## config.mk

```make
export PLATFORM = sky130hd
export DESIGN_NAME = uls_ctrl
export DESIGN_NICKNAME = d
export VERILOG_FILES = /design/src/rtl/uls_pkg.sv /design/src/rtl/uls_ctrl.sv
export SDC_FILE = /design/constraint.sdc
export NUM_CORES = 1
export LEC_CHECK = 0
export BUFFER_PORTS_ARGS = -buffer_cell sky130_fd_sc_hd__buf_4
export CORE_AREA = 2 2 39 41
export DETAILED_ROUTE_END_ITERATION = 10
export DIE_AREA = 0 0 41 43
export SLEW_MARGIN = 20
export SYNTH_ARGS = -nofsm -noshare
export SYNTH_HDL_FRONTEND = slang
export SYNTH_SLANG_ARGS = --single-unit
```

## constraint.sdc

```tcl
create_clock -name clk -period 1.4 [get_ports clk]
set_input_delay 0.07 -clock clk [delete_from_list [all_inputs] [get_ports clk]]
set_output_delay 0.07 -clock clk [all_outputs]
set_load 0.005 [all_outputs]
```

## src/rtl/uls_pkg.sv

```systemverilog
`timescale 1ns / 1ps
// ----------------------------------------------------------------------------
// uls_pkg: shared types and constants of the upwind level-set advection core
// Transaction payloads, configuration set, controller commands and status,
// grid sizing and register map.
// ----------------------------------------------------------------------------
package uls_pkg;

	// Grid sizing
	localparam int MAX_COLS = 64;
	localparam int MAX_ROWS = 64;
	localparam int CELLS    = MAX_COLS * MAX_ROWS;
	localparam int ADDR_W   = $clog2(CELLS);

	// Field widths fixed by the interface
	localparam int COL_W  = 6;
	localparam int ROW_W  = 6;
	localparam int DIM_W  = 7;
	localparam int DT_W   = 31;
	localparam int DATA_W = 32;

	// Configuration port
	localparam int PADDR_W   = 4;
	localparam int PDATA_W   = 32;
	localparam int REG_IDX_W = 2;
	localparam logic [REG_IDX_W-1:0] REG_TIME_STEP   = 2'd0;
	localparam logic [REG_IDX_W-1:0] REG_COLS_IN_USE = 2'd1;
	localparam logic [REG_IDX_W-1:0] REG_ROWS_IN_USE = 2'd2;

	// Item kinds
	localparam logic KIND_LOAD    = 1'b0;
	localparam logic KIND_COMPUTE = 1'b1;

	typedef struct packed {
		logic                     kind;
		logic [COL_W-1:0]         col;
		logic [ROW_W-1:0]         row;
		logic signed [DATA_W-1:0] level_value;
		logic signed [DATA_W-1:0] vel_x;
		logic signed [DATA_W-1:0] vel_y;
	} in_item_t;

	typedef struct packed {
		logic signed [DATA_W-1:0] new_level;
		logic                     saturated;
	} out_item_t;

	typedef struct packed {
		logic [DT_W-1:0]  time_step;
		logic [DIM_W-1:0] cols_in_use;
		logic [DIM_W-1:0] rows_in_use;
	} cfg_t;

	typedef struct packed {
		logic capture;
		logic wr_en;
		logic rd_here;
		logic rd_nbr;
		logic diff_en;
		logic mul_en;
		logic sum_en;
		logic dt_en;
		logic out_load;
	} ctrl_cmd_t;

	typedef struct packed {
		logic out_free;
	} dp_status_t;

endpackage

```

## src/rtl/uls_ctrl.sv

```systemverilog
`timescale 1ns / 1ps
// ----------------------------------------------------------------------------
// uls_ctrl: sequencing controller
// Accepts one transaction at a time and steps the datapath through load or
// compute phases, then hands the result to the output register.
// ----------------------------------------------------------------------------
module uls_ctrl (
	input  logic                clk,
	input  logic                arst_n,
	input  logic                in_valid,
	input  logic                in_kind,
	output logic                in_stall,
	input  uls_pkg::dp_status_t status,
	output uls_pkg::ctrl_cmd_t  cmd
);
	import uls_pkg::*;

	localparam logic [3:0] S_IDLE = 4'd0;
	localparam logic [3:0] S_LOAD = 4'd1;
	localparam logic [3:0] S_RD0  = 4'd2;
	localparam logic [3:0] S_RD1  = 4'd3;
	localparam logic [3:0] S_DIFF = 4'd4;
	localparam logic [3:0] S_MUL  = 4'd5;
	localparam logic [3:0] S_SUM  = 4'd6;
	localparam logic [3:0] S_DT   = 4'd7;
	localparam logic [3:0] S_DONE = 4'd8;

	logic [3:0] state_q;
	logic [3:0] state_d;

	assign in_stall = (state_q != S_IDLE);

	// Next state and commands
	always_comb begin
		state_d = state_q;
		cmd     = '0;
		case (state_q)
			S_IDLE: begin
				cmd.capture = in_valid;
				if (in_valid) begin
					state_d = (in_kind == KIND_LOAD) ? S_LOAD : S_RD0;
				end
			end
			S_LOAD: begin
				cmd.wr_en = 1'b1;
				state_d   = S_DONE;
			end
			S_RD0: begin
				cmd.rd_here = 1'b1;
				state_d     = S_RD1;
			end
			S_RD1: begin
				cmd.rd_nbr = 1'b1;
				state_d    = S_DIFF;
			end
			S_DIFF: begin
				cmd.diff_en = 1'b1;
				state_d     = S_MUL;
			end
			S_MUL: begin
				cmd.mul_en = 1'b1;
				state_d    = S_SUM;
			end
			S_SUM: begin
				cmd.sum_en = 1'b1;
				state_d    = S_DT;
			end
			S_DT: begin
				cmd.dt_en = 1'b1;
				state_d   = S_DONE;
			end
			S_DONE: begin
				cmd.out_load = status.out_free;
				if (status.out_free) begin
					state_d = S_IDLE;
				end
			end
			default: begin
				state_d = S_IDLE;
			end
		endcase
	end

	// State register
	always_ff @(posedge clk or negedge arst_n) begin
		if (!arst_n) begin
			state_q <= S_IDLE;
		end else begin
			state_q <= state_d;
		end
	end

endmodule

```

* Word level (Yosys, flattened, before mapping)
Cells that the tools add are included.
Operators by class: reduce and logical (&&, ||, !) cells 4, add/subtract/negate cells 0, eq/ne operators 10, order comparisons 0, divide/modulo/power cells 0, mux-type cells 13, $mul 0, bitwise logic cells 0, shift-type cells 0
Operators by type and width (number):
- $pmux W4 S8 | 1
- $eq A4 B3 Y1 const B | 4
- $mux W1 | 9
- $eq A4 B2 Y1 const B | 2
- $mux W4 | 2
- $eq A4 B1 Y1 const B | 1
- $eq A4 B4 Y1 const B | 1
- $logic_not A4 Y1 | 1
- $ne A2 B2 Y1 const B | 2
- $reduce_bool A4 Y1 | 1
- $mux W2 | 1
- $reduce_and A2 Y1 | 1
- $reduce_or A2 Y1 | 1
Word-level totals: bits in registers 4, ROM bits 0, latch bits 0, memories kept 0, RAM bits 0

* Logic depth before layout (Yosys ltp)
word-level depth 3, gate-level depth with buffers 3

* Worst setup path after synthesis
Ideal clock, no wire load.
kind register to register, start point reg state_q[2], end point reg state_q[3], path slack 0.212 ns, data required time 1.314 ns, arrival time 1.103 ns, stages on the path, launching flop included 4, period minus slack after synthesis 1.188 ns, setup time 0.086 ns, path through dfrtp_1 -> buf_6 -> or4b_4 -> o221ai_2
On the way: longest elaborated chain between the ends 3, elaborated cells on any way between the ends 14, those cells by class eq/ne: 10; mux: 1; reduce/logical: 3
RTL lines:
- start, declared | line uls_ctrl.sv:28 | logic [3:0] state_q;
- start signal, assigned | line uls_ctrl.sv:89 | state_q <= state_d;
- $eq A4 B3 Y1 (tied with other cells) | line uls_ctrl.sv:37 | case (state_q)
- $reduce_or A2 Y1 (no line) / $ne A2 B2 Y1 (equally long branches)
- $pmux W4 S8 / $reduce_and A2 Y1 (equally long branches)
Several ways; a longest one is shown, not always the timed one. A chain may end at the register's enable or synchronous reset.

==> summary.txt <==
Status
  • Status: finished, violations left
  • Failing checks: setup timing

Final layout
  • N_diodes: 0
  • Sequential cell area: 100 µm²
  • Area of the multi-input gates: between 150 and 200 µm²
  • Largest registers: state_q x4
  • Share of cells above drive strength 1: 48.3%
  • Number of fill cells: ~150
  • Final core utilization: 35.5%
  • Nets@finish: 65
  • Max reg flops: 4
  • Syn-to-layout area delta: 62.4%
  • Non-Filler Instances: 74
  • Design area: 492 µm²
  • Most flops, register: state_q

Worst setup path
  • Slowest CP cell: or4b_4
  • Slowest Stage Delay on Critical Path: approximately 540 ps
  • Depth of the most critical reg-to-reg path: 3
  • Critical Path End Type: primary output
  • CP Class: flop to primary output
  • WP data required: around 1300 ps
  • Critical-path cell list: or4b_4 > nor2_1 > buf_4
  • CP startpoint kind: flop
  • CP Max Fanout: 2
  • Worst EP arrival: ~1300 ps

Yosys
  • Cell Area, Synth: about 300 µm²
  • Syn_nets: 42
  • Post-synth top area share: 33.1%
  • Mapped Cells: 37
  • Yosys reg bits: 4
  • Syn avg cell area: between 8 and 9 µm²
  • Yosys warns: 0
  • Unique masters post-synth: 19
  • Fraction of registers with async set or reset after synthesis: between 90% and 100%
  • Seq/Total Area, Yosys: 33.1%
  • Mux share of post-synthesis cell area: 0%
  • Adder-cell share of the synthesized area: 0%
  • Post-synth EDFFs: 0
  • Area contributors post-synth: dfrtp_1 (33%), nor2_1 (11%), nand2b_1 (8.3%), nand3b_1 (5.0%), o221ai_2 (5.0%)
  • Main combinational cell family by area after synthesis: simple AND/OR/NAND/NOR gates
  • Synth Area in Simple Gates: between 40% and 50%
  • Synth Flop Type: dfrtp_1
  • Post-Synth XOR/XNOR Area: 0%
  • Area leader, netlist: dfrtp_1
  • Complex-gate fraction of the synthesized area: between 10 and 15%

Routing
  • First DRT Iteration DRCs: 0
  • DR WL/cell: 8.99 µm
  • Vias: between 300 and 400
  • Total Wirelength: approximately 670 µm
  • Met2 wire length: between 200 and 300 µm
  • Metal3 WL: 65 µm
  • ANT nets after route: 0
  • Metal-1 WL: roughly 300 µm
  • Top sig layer: met3
  • DRC violations left: 0
  • Drt via density: between 4 and 5
  • Pre-antenna DRT Iters: 1

Timing
  • Tcrit/Tclk final: 101%
  • Fin. max-slew vios: 0
  • Setup violators final: 1
  • Clock skew: roughly 4.3 ps
  • Fmax achieved: ~710 MHz
  • Setup_tns: -13.6 ps
  • Worst hold slack: between 60 and 70 ps
  • Min Tclk post-route: roughly 1400 ps
  • Setup WS post-layout: -13.6 ps
  • Worst slew pin tran: roughly 190 ps
  • Final hold vios: 0
  • Worst slew margin: 87.4%
  • RSZ-0062 raised after global routing: true

Floorplan
  • Die Span X: just over 40 µm
  • Die footprint: about 1800 µm²
  • Cell row count: 14
  • Core area: about 1400 µm²
  • Initial Utilization: between 20% and 30%
  • Die Ht: between 40 and 50 µm
  • I/O Pins: 15

Power
  • Total power: 889 µW
  • Leak: approximately 0.25 nW
  • Peak VDD IR: between 0.0007 and 0.0008 V
  • Power density over the cells: roughly 1800 nW/µm²

Placement
  • Detailed placement HPWL: just over 500 µm
  • Inst Count DP: 67
  • Number of port buffers: 14
  • DP Area: around 430 µm²
  • Place WS: 203 ps
  • GP Congestion: ~0.8

Global routing
  • Initial antenna violation count: 0
  • Vias in the first global route: roughly 270
  • Largest net degree at the start of global routing: 12
  • First-pass GRT wire length: 1110 µm
  • Total Routing Usage GR: 9.98%
  • Total gr overflow: 0

CTS
  • CTS tree: yes
  • Max clock buf depth: 2
  • Skew-Pair Late Insertion Delay: 240 ps
  • Clock-pin slew on the worst setup and hold paths: around 40 ps
  • CTS buffer count: 3
  • Sink Count: 4
  • Clock root buffer: clkbuf_4
  • H-tree levels: 1

Run
  • Max_cap viols: 0

Hold path
  • Hold WC Path Type: primary input to flop
  • Worst hold path stage count: 2
[report_power, final]
part / switching (mW) / leakage, nW / total, mW / internal (mW)
combinational: 0.251 / 0.182 / 0.559 / 0.308
clock: 0.0479 / 0.0138 / 0.144 / 0.0960
sequential: 0.0256 / 0.0518 / 0.186 / 0.160
total: 0.324 / 0.247 / 0.889 / 0.565
[cell type report]
class	count	share of cell area, %
multi-input combinational	28	36.9
timing repair buffer	21	32.6
tap	16	4.07
sequential	4	20.4
clock buffer	3	4.58
inverter	2	1.53
[critical path: cells and delay by family, from the launching register on]
kind | cells | cell delay (ps)
and+or+nand+nor | 2 | 640
DFF | 1 | 370
buffers and inverters | 1 | 110
[cells in the mapped netlist (all sizes together) (2+ instances only)]
| cell type | n |
|---|---|
| clkbuf | 2 |
| dfrtp | 4 |
| inv | 2 |
| nand2 | 2 |
| nand2b | 4 |
| nand3b | 2 |
| nor2 | 9 |
[layout by cell type, fill, tap and decap left out, types with 2 or more instances in the layout]
master,n
buf_4,20
nor2_1,8
nand2b_1,4
dfrtp_1,4
clkbuf_4,3
inv_1,2
nand2_1,2
nand3b_1,2
[metal layers]
| metal | up-vias | global-route usage (%) |
|---|---|---|
| met5 | - | 0 |
| met4 | 0 | 8.00 |
| met3 | 0 | 4.71 |
| met2 | 12 | 13.1 |
| met1 | 137 | 11.7 |
| li1 | 170 | - |
[worst paths after layout]
kind                                        start                endpoint  slack [ps]
min                                        status  state_q[3]$_DFFE_PN0P_          70
max reg2reg                state_q[2]$_DFFE_PN0P_  state_q[3]$_DFFE_PN0P_         110
max in group asynchronous                  arst_n  state_q[2]$_DFFE_PN0P_        1130
min reg2reg                state_q[3]$_DFFE_PN0P_  state_q[0]$_DFFE_PN0P_         590
min in group asynchronous                  arst_n  state_q[0]$_DFFE_PN0P_         160
max                        state_q[2]$_DFFE_PN0P_                  cmd[0]         -10
[kinds of logic after synthesis]
family | after synthesis
AND/OR/NAND/NOR | 23
AO/OA/AOI/OAI | 5
buffers and inverters | 5
flip-flops | 4
[what timing repair did]
| item | in CTS | in global routing |
|---|---|---|
| hold endpoints to repair | 4 | 0 |
| hold buffers | 1 | 0 |
| pin swaps | 2 | 1 |
| endpoints found under the setup margin | 1 | 4 |
| setup buffers | 3 | 0 |
| gates resized for setup | 0 | 2 |
No activity file was read; power rests on OpenSTA's default activity.
