File: config.mk
export PLATFORM = sky130hd
export DESIGN_NAME = uls_regs
export DESIGN_NICKNAME = d
export VERILOG_FILES = /design/src/rtl/uls_pkg.sv /design/src/rtl/uls_regs.sv
export SDC_FILE = /design/constraint.sdc
export NUM_CORES = 1
export LEC_CHECK = 0
export BUFFER_PORTS_ARGS = -buffer_cell sky130_fd_sc_hd__clkbuf_2
export CAP_MARGIN = 10
export CORE_MARGIN = 4
export CORE_UTILIZATION = 44
export CTS_CLUSTER_SIZE = 40
export DETAILED_ROUTE_END_ITERATION = 6
export HOLD_SLACK_MARGIN = 0.15
export PLACE_DENSITY = 0.77
export SKIP_LAST_GASP = 1
export SLEW_MARGIN = 20
export SYNTH_ARGS = -nofsm -noshare
export SYNTH_HDL_FRONTEND = slang
export SYNTH_SLANG_ARGS = --single-unit
File: constraint.sdc
create_clock -name clk -period 1.5 [get_ports clk]
set_clock_uncertainty 0.05 [all_clocks]
set_input_delay 0.3 -clock clk [delete_from_list [all_inputs] [get_ports clk]]
set_output_delay 0.3 -clock clk [all_outputs]
set_load 0.005 [all_outputs]
File: src/rtl/uls_pkg.sv
`timescale 1ns / 1ps
// ----------------------------------------------------------------------------
// uls_pkg: shared types and constants of the upwind level-set advection core
// Transaction payloads, configuration set, controller commands and status,
// grid sizing and register map.
// ----------------------------------------------------------------------------
package uls_pkg;

	// Grid sizing
	localparam int MAX_COLS = 64;
	localparam int MAX_ROWS = 64;
	localparam int CELLS    = MAX_COLS * MAX_ROWS;
	localparam int ADDR_W   = $clog2(CELLS);

	// Field widths fixed by the interface
	localparam int COL_W  = 6;
	localparam int ROW_W  = 6;
	localparam int DIM_W  = 7;
	localparam int DT_W   = 31;
	localparam int DATA_W = 32;

	// Configuration port
	localparam int PADDR_W   = 4;
	localparam int PDATA_W   = 32;
	localparam int REG_IDX_W = 2;
	localparam logic [REG_IDX_W-1:0] REG_TIME_STEP   = 2'd0;
	localparam logic [REG_IDX_W-1:0] REG_COLS_IN_USE = 2'd1;
	localparam logic [REG_IDX_W-1:0] REG_ROWS_IN_USE = 2'd2;

	// Item kinds
	localparam logic KIND_LOAD    = 1'b0;
	localparam logic KIND_COMPUTE = 1'b1;

	typedef struct packed {
		logic                     kind;
		logic [COL_W-1:0]         col;
		logic [ROW_W-1:0]         row;
		logic signed [DATA_W-1:0] level_value;
		logic signed [DATA_W-1:0] vel_x;
		logic signed [DATA_W-1:0] vel_y;
	} in_item_t;

	typedef struct packed {
		logic signed [DATA_W-1:0] new_level;
		logic                     saturated;
	} out_item_t;

	typedef struct packed {
		logic [DT_W-1:0]  time_step;
		logic [DIM_W-1:0] cols_in_use;
		logic [DIM_W-1:0] rows_in_use;
	} cfg_t;

	typedef struct packed {
		logic capture;
		logic wr_en;
		logic rd_here;
		logic rd_nbr;
		logic diff_en;
		logic mul_en;
		logic sum_en;
		logic dt_en;
		logic out_load;
	} ctrl_cmd_t;

	typedef struct packed {
		logic out_free;
	} dp_status_t;

endpackage

File: src/rtl/uls_regs.sv
`timescale 1ns / 1ps
// ----------------------------------------------------------------------------
// uls_regs: configuration register file
// APB-style slave holding time step and grid dimensions; always ready.
// ----------------------------------------------------------------------------
module uls_regs (
	input  logic                          clk,
	input  logic                          arst_n,
	input  logic                          psel,
	input  logic                          penable,
	input  logic                          pwrite,
	input  logic [uls_pkg::PADDR_W-1:0]   paddr,
	input  logic [uls_pkg::PDATA_W-1:0]   pwdata,
	output logic [uls_pkg::PDATA_W-1:0]   prdata,
	output logic                          pready,
	output uls_pkg::cfg_t                 cfg
);
	import uls_pkg::*;

	logic [REG_IDX_W-1:0] reg_idx;
	logic                 wr_stb;
	cfg_t                 cfg_q;

	assign reg_idx = paddr[REG_IDX_W+1:2];
	assign wr_stb  = psel && penable && pwrite;
	assign pready  = 1'b1;
	assign cfg     = cfg_q;

	// Write on the access phase
	always_ff @(posedge clk or negedge arst_n) begin
		if (!arst_n) begin
			cfg_q.time_step   <= '0;
			cfg_q.cols_in_use <= DIM_W'(64);
			cfg_q.rows_in_use <= DIM_W'(64);
		end else if (wr_stb) begin
			case (reg_idx)
				REG_TIME_STEP:   cfg_q.time_step   <= pwdata[DT_W-1:0];
				REG_COLS_IN_USE: cfg_q.cols_in_use <= pwdata[DIM_W-1:0];
				REG_ROWS_IN_USE: cfg_q.rows_in_use <= pwdata[DIM_W-1:0];
				default: ;
			endcase
		end
	end

	// Read back
	always_comb begin
		case (reg_idx)
			REG_TIME_STEP:   prdata = PDATA_W'(cfg_q.time_step);
			REG_COLS_IN_USE: prdata = PDATA_W'(cfg_q.cols_in_use);
			REG_ROWS_IN_USE: prdata = PDATA_W'(cfg_q.rows_in_use);
			default:         prdata = '0;
		endcase
	end

endmodule

# After elaboration in Yosys (flattened, before gate mapping)

Index checks and enable logic that the tools add are counted.

Add/sub/neg operators: 0
Multiply operators: 0
Div/mod/pow operators: 0
Magnitude comparators: 0
Equal/unequal tests: 2
Shift operators: 0
Multiplexer cells: 1
Bitwise operators: 0
Reductions and logical operators: 6

Operator list:

| kind                 | count |
|---|---|
| $pmux W31 S3         | 1 |
| $reduce_and A2 Y1    | 3 |
| $eq A2 B1 Y1 const B | 1 |
| $eq A2 B2 Y1 const B | 1 |
| $logic_and A1 B1 Y1  | 2 |
| $logic_not A2 Y1     | 1 |

Register bits after elaboration: 45
Latch bits: 0
Bits in writable memories: 0
ROM bits: 0
Bits of input ports: 41
Output and inout port bits: 78
Word-level logic and storage cells: 12
Memories kept: 0

# Longest topological paths before layout

Gate-level depths: netlist of run 1.

Depth after elaboration: 3
Gate-level depth with buffers: 4
Mapped depth without buffers: 3

# Worst setup path before layout of run 1

Ideal clock, no wire load.

Path type: in2out
From: in paddr[3] in the netlist's numbering
To: out prdata[10] in the netlist's numbering
Data arrival time: 1.028 ns
Required time: 1.150 ns
Path slack: 0.122 ns
Stages: 4
Path buffers: 2
Cells stage by stage: buf_2 -> nor2_1 -> clkbuf_1 -> and2_1

Word-level cells in the longest chain between the ends: 2
Elaborated cells between the ends (all ways): 4
Classes of those cells: eq/ne (2); mux (1); reduce/logical (1)

RTL lines:

| what                                 | line           | source |
|---|---|---|
| from (decl)                          | uls_regs.sv:12 | `input logic [uls_pkg::PADDR_W-1:0] paddr,` |
| $eq A2 B2 Y1 (tied with other cells) | uls_regs.sv:47 | `case (reg_idx)` |
| $pmux W31 S3 *                       | uls_regs.sv:47 |  |
| to (decl)                            | uls_regs.sv:14 | `output logic [uls_pkg::PDATA_W-1:0] prdata,` |

Mark *: on every way between the ends. The rest lies on a longest branch, timed or not.

# Worst setup path after layout of run 1

From: reg cfg_q (netlist bit cfg[13])
To: out prdata[6] in the netlist's numbering

Word-level cells in the longest chain between the ends: 1

RTL lines:

| what         | line           | source |
|---|---|---|
| from (decl)  | uls_regs.sv:22 | `cfg_t cfg_q;` |
| $pmux W31 S3 | uls_regs.sv:47 |  |

No other way between the ends.

==> reports/metrics.csv, run 1 <==
metric;value;unit
drt pass-1 iters;2;
mapped cell area;2080;um2
initial core utilization;46.5;%
status;finished, final reports clean;
post-synthesis compound-gate area fraction;1.68;%
CTS tree;done;
power per cell area;1170;nW/um2
Final min period;1.47;ns
CTS buffer count;5;
post-synth top area cell;dfrtp_1;
final core utilization;64.6;%
I/O pin count;119;
main combinational cell family by area after synthesis;multiplexers;
area delta synth->final;38.8;%
H-tree depth;2;
register area;1130;um2
fraction of synthesized area in multiplexers;27.7;%
vias in the first global route;1700;
maximum VDD drop;621;uV
Finish-stage setup viols;0;
DRC errors left;0;
Fin. Hold Viols;0;
Design Area, Final;2890;um2
top fanout value on the critical path;2;
GRT Overall Usage;16.8;%
RSZ-0062 raised after global routing;yes;
synth cell count leaders;43 x dfrtp_1, 43 x mux2_2, 24 x and2_1;
Slew Limit Fails;0;
number of DRC markers in iteration 0;50;
Avg Cell Area, Syn;13.7;um2
number of flops mapped to enable cells by yosys;0;
Synth top area share;51.7;%
HP Class;input pin to flop;
Post-synth top flop;dfrtp_1;
WL per Instance;14.4;um
DP HPWL;3520;um
kind of end point of the critical path;primary output;
WL final;4750;um
max reg flops;45;
Worst Setup Path Type;flop to primary output;
Die W;76.8;um
routability cong.;0.753;
Via density;4.97;
Synth area leaders;dfrtp_1 52%, mux2_2 23%, and2_1 7.2%, mux2i_1 3.4%, dfstp_2 2.5%;
share of flip-flops with an asynchronous set or reset;100;%
post-route ant nets;0;
Worst R2R Path Depth;2;
FF+latch count, synth;45;
pin count of the biggest net entering global routing;46;
initial antenna violation count;0;
Max-Cap Viols;0;
Clk Tree Root Cell;clkbuf_8;
clock sink total;45;
placed inst area;2760;um2
layout cells sized above 1;65.9;%
Die H;76.8;um
Synth Warn #;0;
Fmax;0.680;GHz
Vias;1645;
WP data arrival;1.12;ns
Row Count;24;
Req. time, crit path;1.15;ns
first-pass GRT wire length;8050;um
Clock Latency Late Sink;0.28;ns
synth unique cells;18;
total gr overflow;0;
multi-input combinational cell area;888;um2
Reg clk slew, reported paths;0.08;ns
Mapped Nets;193;
P_leak;0.00151;uW
port bufs;113;
filler cell count;342;
register area share after synthesis;54.2;%
area of the die;5900;um2
Hold Crit Depth;2;
Final period util;98.0;%
Post-Synth Simple-Gate Area;12.6;%
core box area;4470;um2
Post-Synth Adder-Cell Area;0;%
Post-Synthesis Cells;152;
fin nets;319;
post-synthesis xor/xnor area fraction;0;%
ant diodes;0;
Setup crit start kind;flop;
worst-case clock buffer depth;2;
==> path summary, 6_finish.rpt <==
kind	start	end	slack (ns)
setup / recovery	cfg[13]	prdata[6]	0.03
setup reg to reg	cfg[13]	cfg[13]	0.62
hold / removal	pwdata[26]	cfg[40]	0.18
max in group asynchronous	arst_n	cfg[13]	0.66
hold reg to reg	cfg[40]	cfg[40]	0.46
min in group asynchronous	arst_n	cfg[12]	0.47
==> layout make-up <==
class                           count  share of cell area, %
Clock buffer                        8                   3.12
Multi-Input combinational cell     98                   30.7
Sequential cell                    45                   39.0
Tap cell                           52                   2.25
Timing Repair Buffer              128                   24.8
==> cell families after synthesis <==
kind of cell    count (synthesis)
mux                            52
flops                          45
simple gates                   37
buf+inv                         9
compound gates                  7
other cells                     2
==> layer usage <==
metal	part of all wire, %	vias up	wire length (um)	global-route usage, %
li1	-	769	-	-
met1	43	785	2030	21.2
met2	47	86	2220	27.4
met3	9.6	5	457	5.62
met4	1.1	0	51	4.89
met5	0	-	0	0
==> what timing repair did <==
item / in CTS / in global routing
gates cloned: 0 / 1
endpoints found under the hold margin: 43 / 0
hold buffers: 1 / 0
setup buffers: 1 / 0
endpoints found under the setup margin: 24 / 30
resized for setup: 1 / 14
pin swaps: 0 / 2
==> layout by cell type (no fill, tap or decap) <==
cell           netlist  routed
dfstp_2              2       2
and2_1              24      24
clkbuf_1             2       2
o21ai_1              0       3
clkbuf_8             0       6
nor3b_4              2       2
buf_2                1       1
nand3_4              1       1
o21ai_0              7       4
dlygate4sd3_1        0       1
dfrtp_1             43      43
nor2_4               0       1
and2b_4              1       1
mux2i_1              7       7
nor3_4               1       1
mux2_2              43      43
buf_12               0       2
clkbuf_4             0       1
nand2_1              7       7
buf_4                2      11
buf_6                4       2
mux2_1               2       2
conb_1               2       2
clkbuf_2             0     110
==> where the power goes <==
group / switching (uW) / internal [uW]
clock network: 375 / 376
logic: 365 / 568
registers: 202 / 1510
total: 942 / 2450
==> per-stage QoR <==
| step | hold WS, ns | total power (uW) | setup WS, ns | setup TNS (ns) | std cells |
|---|---|---|---|---|---|
| finish | 0.179 | 3390 | 0.0302 | 0 | 331 |
| global route | 0.170 | 3620 | -0.0333 | -0.0333 | 331 |
| CTS | 0.173 | 3440 | -0.00993 | -0.00993 | 330 |
| detailed placement | 0.252 | 2660 | -0.0141 | -0.121 | 320 |
| global placement | 0.252 | 2630 | -0.0133 | -0.306 | 320 |
| floorplan | -0.0456 | 2120 | 0.122 | 0 | 152 |
==> critical path, cell delays in order, from the launching register on <==
cell and delay (ns):
dfstp_2 0.54, mux2i_1 0.07, o21ai_1 0.11, buf_2 0.12
(Power assumes the default switching activity.)
==> run 2: changes to the inputs <==
--- a/config.mk
+++ b/config.mk
@@ -5,13 +5,14 @@
 export SDC_FILE = /design/constraint.sdc
 export NUM_CORES = 1
 export LEC_CHECK = 0
-export BUFFER_PORTS_ARGS = -buffer_cell sky130_fd_sc_hd__clkbuf_2
+export BUFFER_PORTS_ARGS = -buffer_cell sky130_fd_sc_hd__buf_2
 export CAP_MARGIN = 10
 export CORE_MARGIN = 4
 export CORE_UTILIZATION = 44
 export CTS_CLUSTER_SIZE = 40
 export DETAILED_ROUTE_END_ITERATION = 6
 export HOLD_SLACK_MARGIN = 0.15
+export MAX_ROUTING_LAYER = met4
 export PLACE_DENSITY = 0.77
 export SKIP_LAST_GASP = 1
 export SLEW_MARGIN = 20
==> run 2 against run 1 <==
Effect of this change:
- core utilization unchanged
- sequential power about the same
- final area is the same
- critical path depth unchanged
- flip-flop and latch count unchanged
- via count down 2.9%
- sequential share of layout area stayed put
- die area unchanged
- cell count fell by 0.60%
- combinational power decreased by 1%
- largest power group unchanged
==> reports/metrics.csv, run 2 (same netlist as run 1, synthesis figures left out) <==
metric;value;unit
Clock Latency Late Sink;0.28;ns
port bufs;113;
Die H;76.8;um
multi-input combinational cell area;883;um2
Row Count;24;
Fmax;0.681;GHz
Max-Cap Viols;0;
final core utilization;64.6;%
WL per Instance;14.5;um
Critical-path top delay cell;dfstp_2;
WL final;4760;um
Fin. Hold Viols;0;
worst path cell trace;mux2i_1, o21ai_1, buf_2;
WP buf/inv;1;
post-route ant nets;0;
CTS tree;done;
P_leak;0.00152;uW
GRT Overall Usage;17.7;%
commonest non-fill, non-tap cell in the layout;buf_2;
maximum VDD drop;671;uV
worst stage delay on the critical path;0.55;ns
fin nets;317;
Sum Neg Setup Slack;0;ns
number of DRC markers in iteration 0;75;
initial antenna violation count;0;
HP Class;input pin to flop;
Via density;4.86;
status;finished, final reports clean;
max reg flops;45;
Slew Limit Fails;0;
kind of end point of the critical path;primary output;
R2R setup slack;0.64;ns
Final min period;1.47;ns
Finish-stage setup viols;0;
placed inst area;2770;um2
WP data arrival;1.12;ns
pin count of the biggest net entering global routing;28;
core box area;4470;um2
Req. time, crit path;1.15;ns
first-pass GRT wire length;8250;um
initial core utilization;46.5;%
area of the die;5900;um2
power per cell area;1180;nW/um2
Setup Fix Bufs, Post-CTS;0;
ant diodes;0;
vias in the first global route;1753;
Top delay family on crit path;flip-flops;
Die W;76.8;um
CTS buffer count;5;
routability cong.;0.783;
Clk Tree Root Cell;clkbuf_8;
worst-case clock buffer depth;2;
H-tree depth;2;
setup ws final;0.0321;ns
DP HPWL;3760;um
Worst Setup Path Type;flop to primary output;
filler cell count;344;
total gr overflow;0;
clock sink total;45;
dpl ws;0.0131;ns
RSZ-0062 raised after global routing;yes;
Final period util;97.9;%
Design Area, Final;2890;um2
top fanout value on the critical path;3;
drt pass-1 iters;4;
register area;1130;um2
area delta synth->final;38.8;%
Vias;1598;
most frequent cells in the layout;111 x buf_2, 43 x mux2_2, 43 x dfrtp_1, 24 x and2_1, 9 x buf_4;
Setup crit start kind;flop;
DRC errors left;0;
Reg clk slew, reported paths;0.08;ns
I/O pin count;119;
layout cells sized above 1;66.4;%
run 2: cell types whose count changed in the layout (fill, tap and decap cells not counted), moves of 2 or more:
cell,change
buf_2,+110
buf_4,-2
clkbuf_1,-2
clkbuf_2,-110
o21ai_0,+2
o21ai_1,-2
run 2: power by group:
group	leakage, uW	total [uW]	internal (uW)	switching [uW]
Combinational	0.000921	921	563	358
Clock	0.0000542	791	416	375
Sequential	0.000548	1710	1510	201
Total	0.00152	3420	2480	934
run 2: layer usage:
layer  global-route usage, %  vias to the layer above  share of wire [%]
li1                        -                      764                  -
met1                    21.4                      747                 45
met2                    29.2                       83                 46
met3                    4.45                        4                8.7
met4                    5.25                        0               0.76
met5                       -                        -                  0
run 2: layout make-up:
type,count,area share [%]
Clock inverter,1,0.173
Clock buffer,7,3.33
Tap cell,52,2.25
Sequential cell,45,39.0
Multi-Input combinational cell,98,30.6
Timing Repair Buffer,126,24.6
run 2: final timing paths:
path / from / end / cells after the start
max in group asynchronous: arst_n / cfg[13] / 3
hold reg to reg: cfg[40] / cfg[40] / 1
setup / recovery: cfg[13] / prdata[6] / 3
min in group asynchronous: arst_n / cfg[18] / 2
hold / removal: pwdata[26] / cfg[40] / 2
setup reg to reg: cfg[41] / cfg[41] / 1
run 2: through the flow:
stage	total power (uW)	hold slack (ns)	std cells
4_1_cts	3470	0.173	329
3_3_place_gp	2620	0.120	320
3_5_place_dp	2660	0.124	320
2_1_floorplan	2120	-0.0456	152
5_1_grt	3640	0.180	329
6_report	3420	0.182	329
run 2: what timing repair did:
action,4_1_cts,5_1_grt
resized for setup,1,5
gates cloned,0,0
endpoints found under the hold margin,44,0
pin swaps,0,0
hold buffers,1,0
endpoints found under the setup margin,1,31
==> run 3: changes to the inputs <==
--- a/config.mk
+++ b/config.mk
@@ -7,6 +7,7 @@
 export LEC_CHECK = 0
 export BUFFER_PORTS_ARGS = -buffer_cell sky130_fd_sc_hd__buf_2
 export CAP_MARGIN = 10
+export CORE_ASPECT_RATIO = 2
 export CORE_MARGIN = 4
 export CORE_UTILIZATION = 44
 export CTS_CLUSTER_SIZE = 40
==> constraint.sdc (replaced) <==
create_clock -name clk -period 1.6 [get_ports clk]
set_clock_uncertainty 0.05 [all_clocks]
set_input_delay 0.32 -clock clk [delete_from_list [all_inputs] [get_ports clk]]
set_output_delay 0.32 -clock clk [all_outputs]
set_load 0.005 [all_outputs]
==> run 3 against run 2 <==
Effect of this change:
- worst setup slack gained 0.040 ns
- clock power shrank 9.4%
- non-clock buffer count grew 3
- die area grew 1.1%
- register-to-register slack gained 0.10 ns
- routed wire length grew 8.2%
- critical path type is now input pin to primary output
- largest power group unchanged
- critical path depth grew 3
==> reports/metrics.csv, run 3 (same netlist as run 1, synthesis figures left out) <==
metric;value;unit
status;finished, final reports clean;
Max-Cap Viols;0;
power per cell area;1100;nW/um2
Slew Limit Fails;0;
CTS buffer count;5;
core box area;4600;um2
Clock Latency Late Sink;0.28;ns
commonest non-fill, non-tap cell in the layout;buf_2;
DRC errors left;0;
WP data arrival;1.16;ns
Via density;4.95;
worst-case clock buffer depth;2;
I/O pin count;119;
Final min period;1.53;ns
Fmax;0.654;GHz
top fanout value on the critical path;7;
fin nets;320;
max reg flops;45;
Clk Tree Root Cell;clkbuf_8;
Worst Setup Path Type;input pin to primary output;
ant diodes;0;
R2R setup slack;0.74;ns
P_leak;0.00154;uW
H-tree depth;2;
layout cells sized above 1;66.8;%
drt pass-1 iters;3;
area delta synth->final;39.8;%
Setup crit start kind;input pin;
RSZ-0062 raised after global routing;yes;
Final period util;95.5;%
Row Count;35;
Die W;56.6;um
initial core utilization;45.3;%
most frequent cells in the layout;113 x buf_2, 43 x mux2_2, 43 x dfrtp_1, 24 x and2_1, 11 x buf_4;
post-route ant nets;0;
pin count of the biggest net entering global routing;29;
kind of end point of the critical path;primary output;
RR Endpoint;cfg[41];
worst hold margin;0.193;ns
Fin. Hold Viols;0;
first-pass GRT wire length;8780;um
Finish-stage setup viols;0;
DP HPWL;4060;um
maximum VDD drop;753;uV
WL per Instance;15.4;um
clock sink total;45;
initial antenna violation count;0;
Die H;105;um
total gr overflow;0;
placed inst area;2740;um2
total power;3200;uW
Vias;1657;
port bufs;113;
CTS tree;done;
Sum Neg Setup Slack;0;ns
Reg clk slew, reported paths;0.08;ns
crit path to;prdata[2];
critical path startpoint;paddr[2];
area of the die;5960;um2
number of DRC markers in iteration 0;14;
Req. time, crit path;1.23;ns
WL final;5150;um
GRT Overall Usage;19.5;%
vias in the first global route;1797;
worst reg2reg startpoint;cfg[41];
routability cong.;0.784;
Design Area, Final;2910;um2
Worst R2R Path Depth;1;
HP Class;input pin to flop;
[run 3: metrics by stage]
step           worst slack (ns)  std cells  util (%)
5_1_grt                 -0.0207        335      63.3
2_1_floorplan             0.182        152         -
3_3_place_gp             -0.302        320      59.5
6_report                 0.0719        335      63.3
3_5_place_dp             -0.319        320      59.5
4_1_cts                  0.0164        329      62.1
[run 3: worst min-delay path by stage]
| stage | from | to | slack [ns] | cells past startpoint |
|---|---|---|---|---|
| floorplan | arst_n | cfg[0] | -0.03 | 0 |
| finish | pwdata[26] | cfg[40] | 0.19 | 2 |
| CTS | pwdata[26] | cfg[40] | 0.18 | 2 |
| global placement | arst_n | cfg[26] | 0.24 | 1 |
| detailed placement | arst_n | cfg[26] | 0.24 | 1 |
| global route | pwdata[26] | cfg[40] | 0.18 | 2 |
[run 3: area by class of cell]
| class | count | area, um2 |
|---|---|---|
| flip-flops and latches | 45 | 1130 |
| clock inverters | 2 | 13.8 |
| repair buffers | 129 | 729 |
| fillers | 399 | 1690 |
| multi-input cells | 98 | 888 |
| well taps | 55 | 68.8 |
| clock buffers | 6 | 82.6 |
[run 3: layer usage]
metal	vias to the layer above	part of all wire (%)	global-route usage (%)
li1	763	-	-
met1	799	33	20.3
met2	83	58	34.2
met3	12	7.0	3.92
met4	0	2.2	9.00
met5	-	0	-
[run 3: repair_timing]
item	4_1_cts	5_1_grt
setup buffers	0	6
hold buffers	1	0
endpoints found under the setup margin	30	7
cloned	0	0
endpoints found under the hold margin	16	0
gates resized for setup	3	5
[run 3: critical path, stage by stage]
cell,delay [ns]
buf_2,0.14
buf_12,0.13
and2b_4,0.30
nand2_1,0.06
o21ai_0,0.06
buf_2,0.14
[run 3: power breakdown]
| part | switching (uW) | leakage, uW | internal [uW] | total (uW) |
|---|---|---|---|---|
| combinational | 344 | 0.000936 | 531 | 875 |
| clock | 367 | 0.0000512 | 350 | 717 |
| sequential | 198 | 0.000548 | 1410 | 1610 |
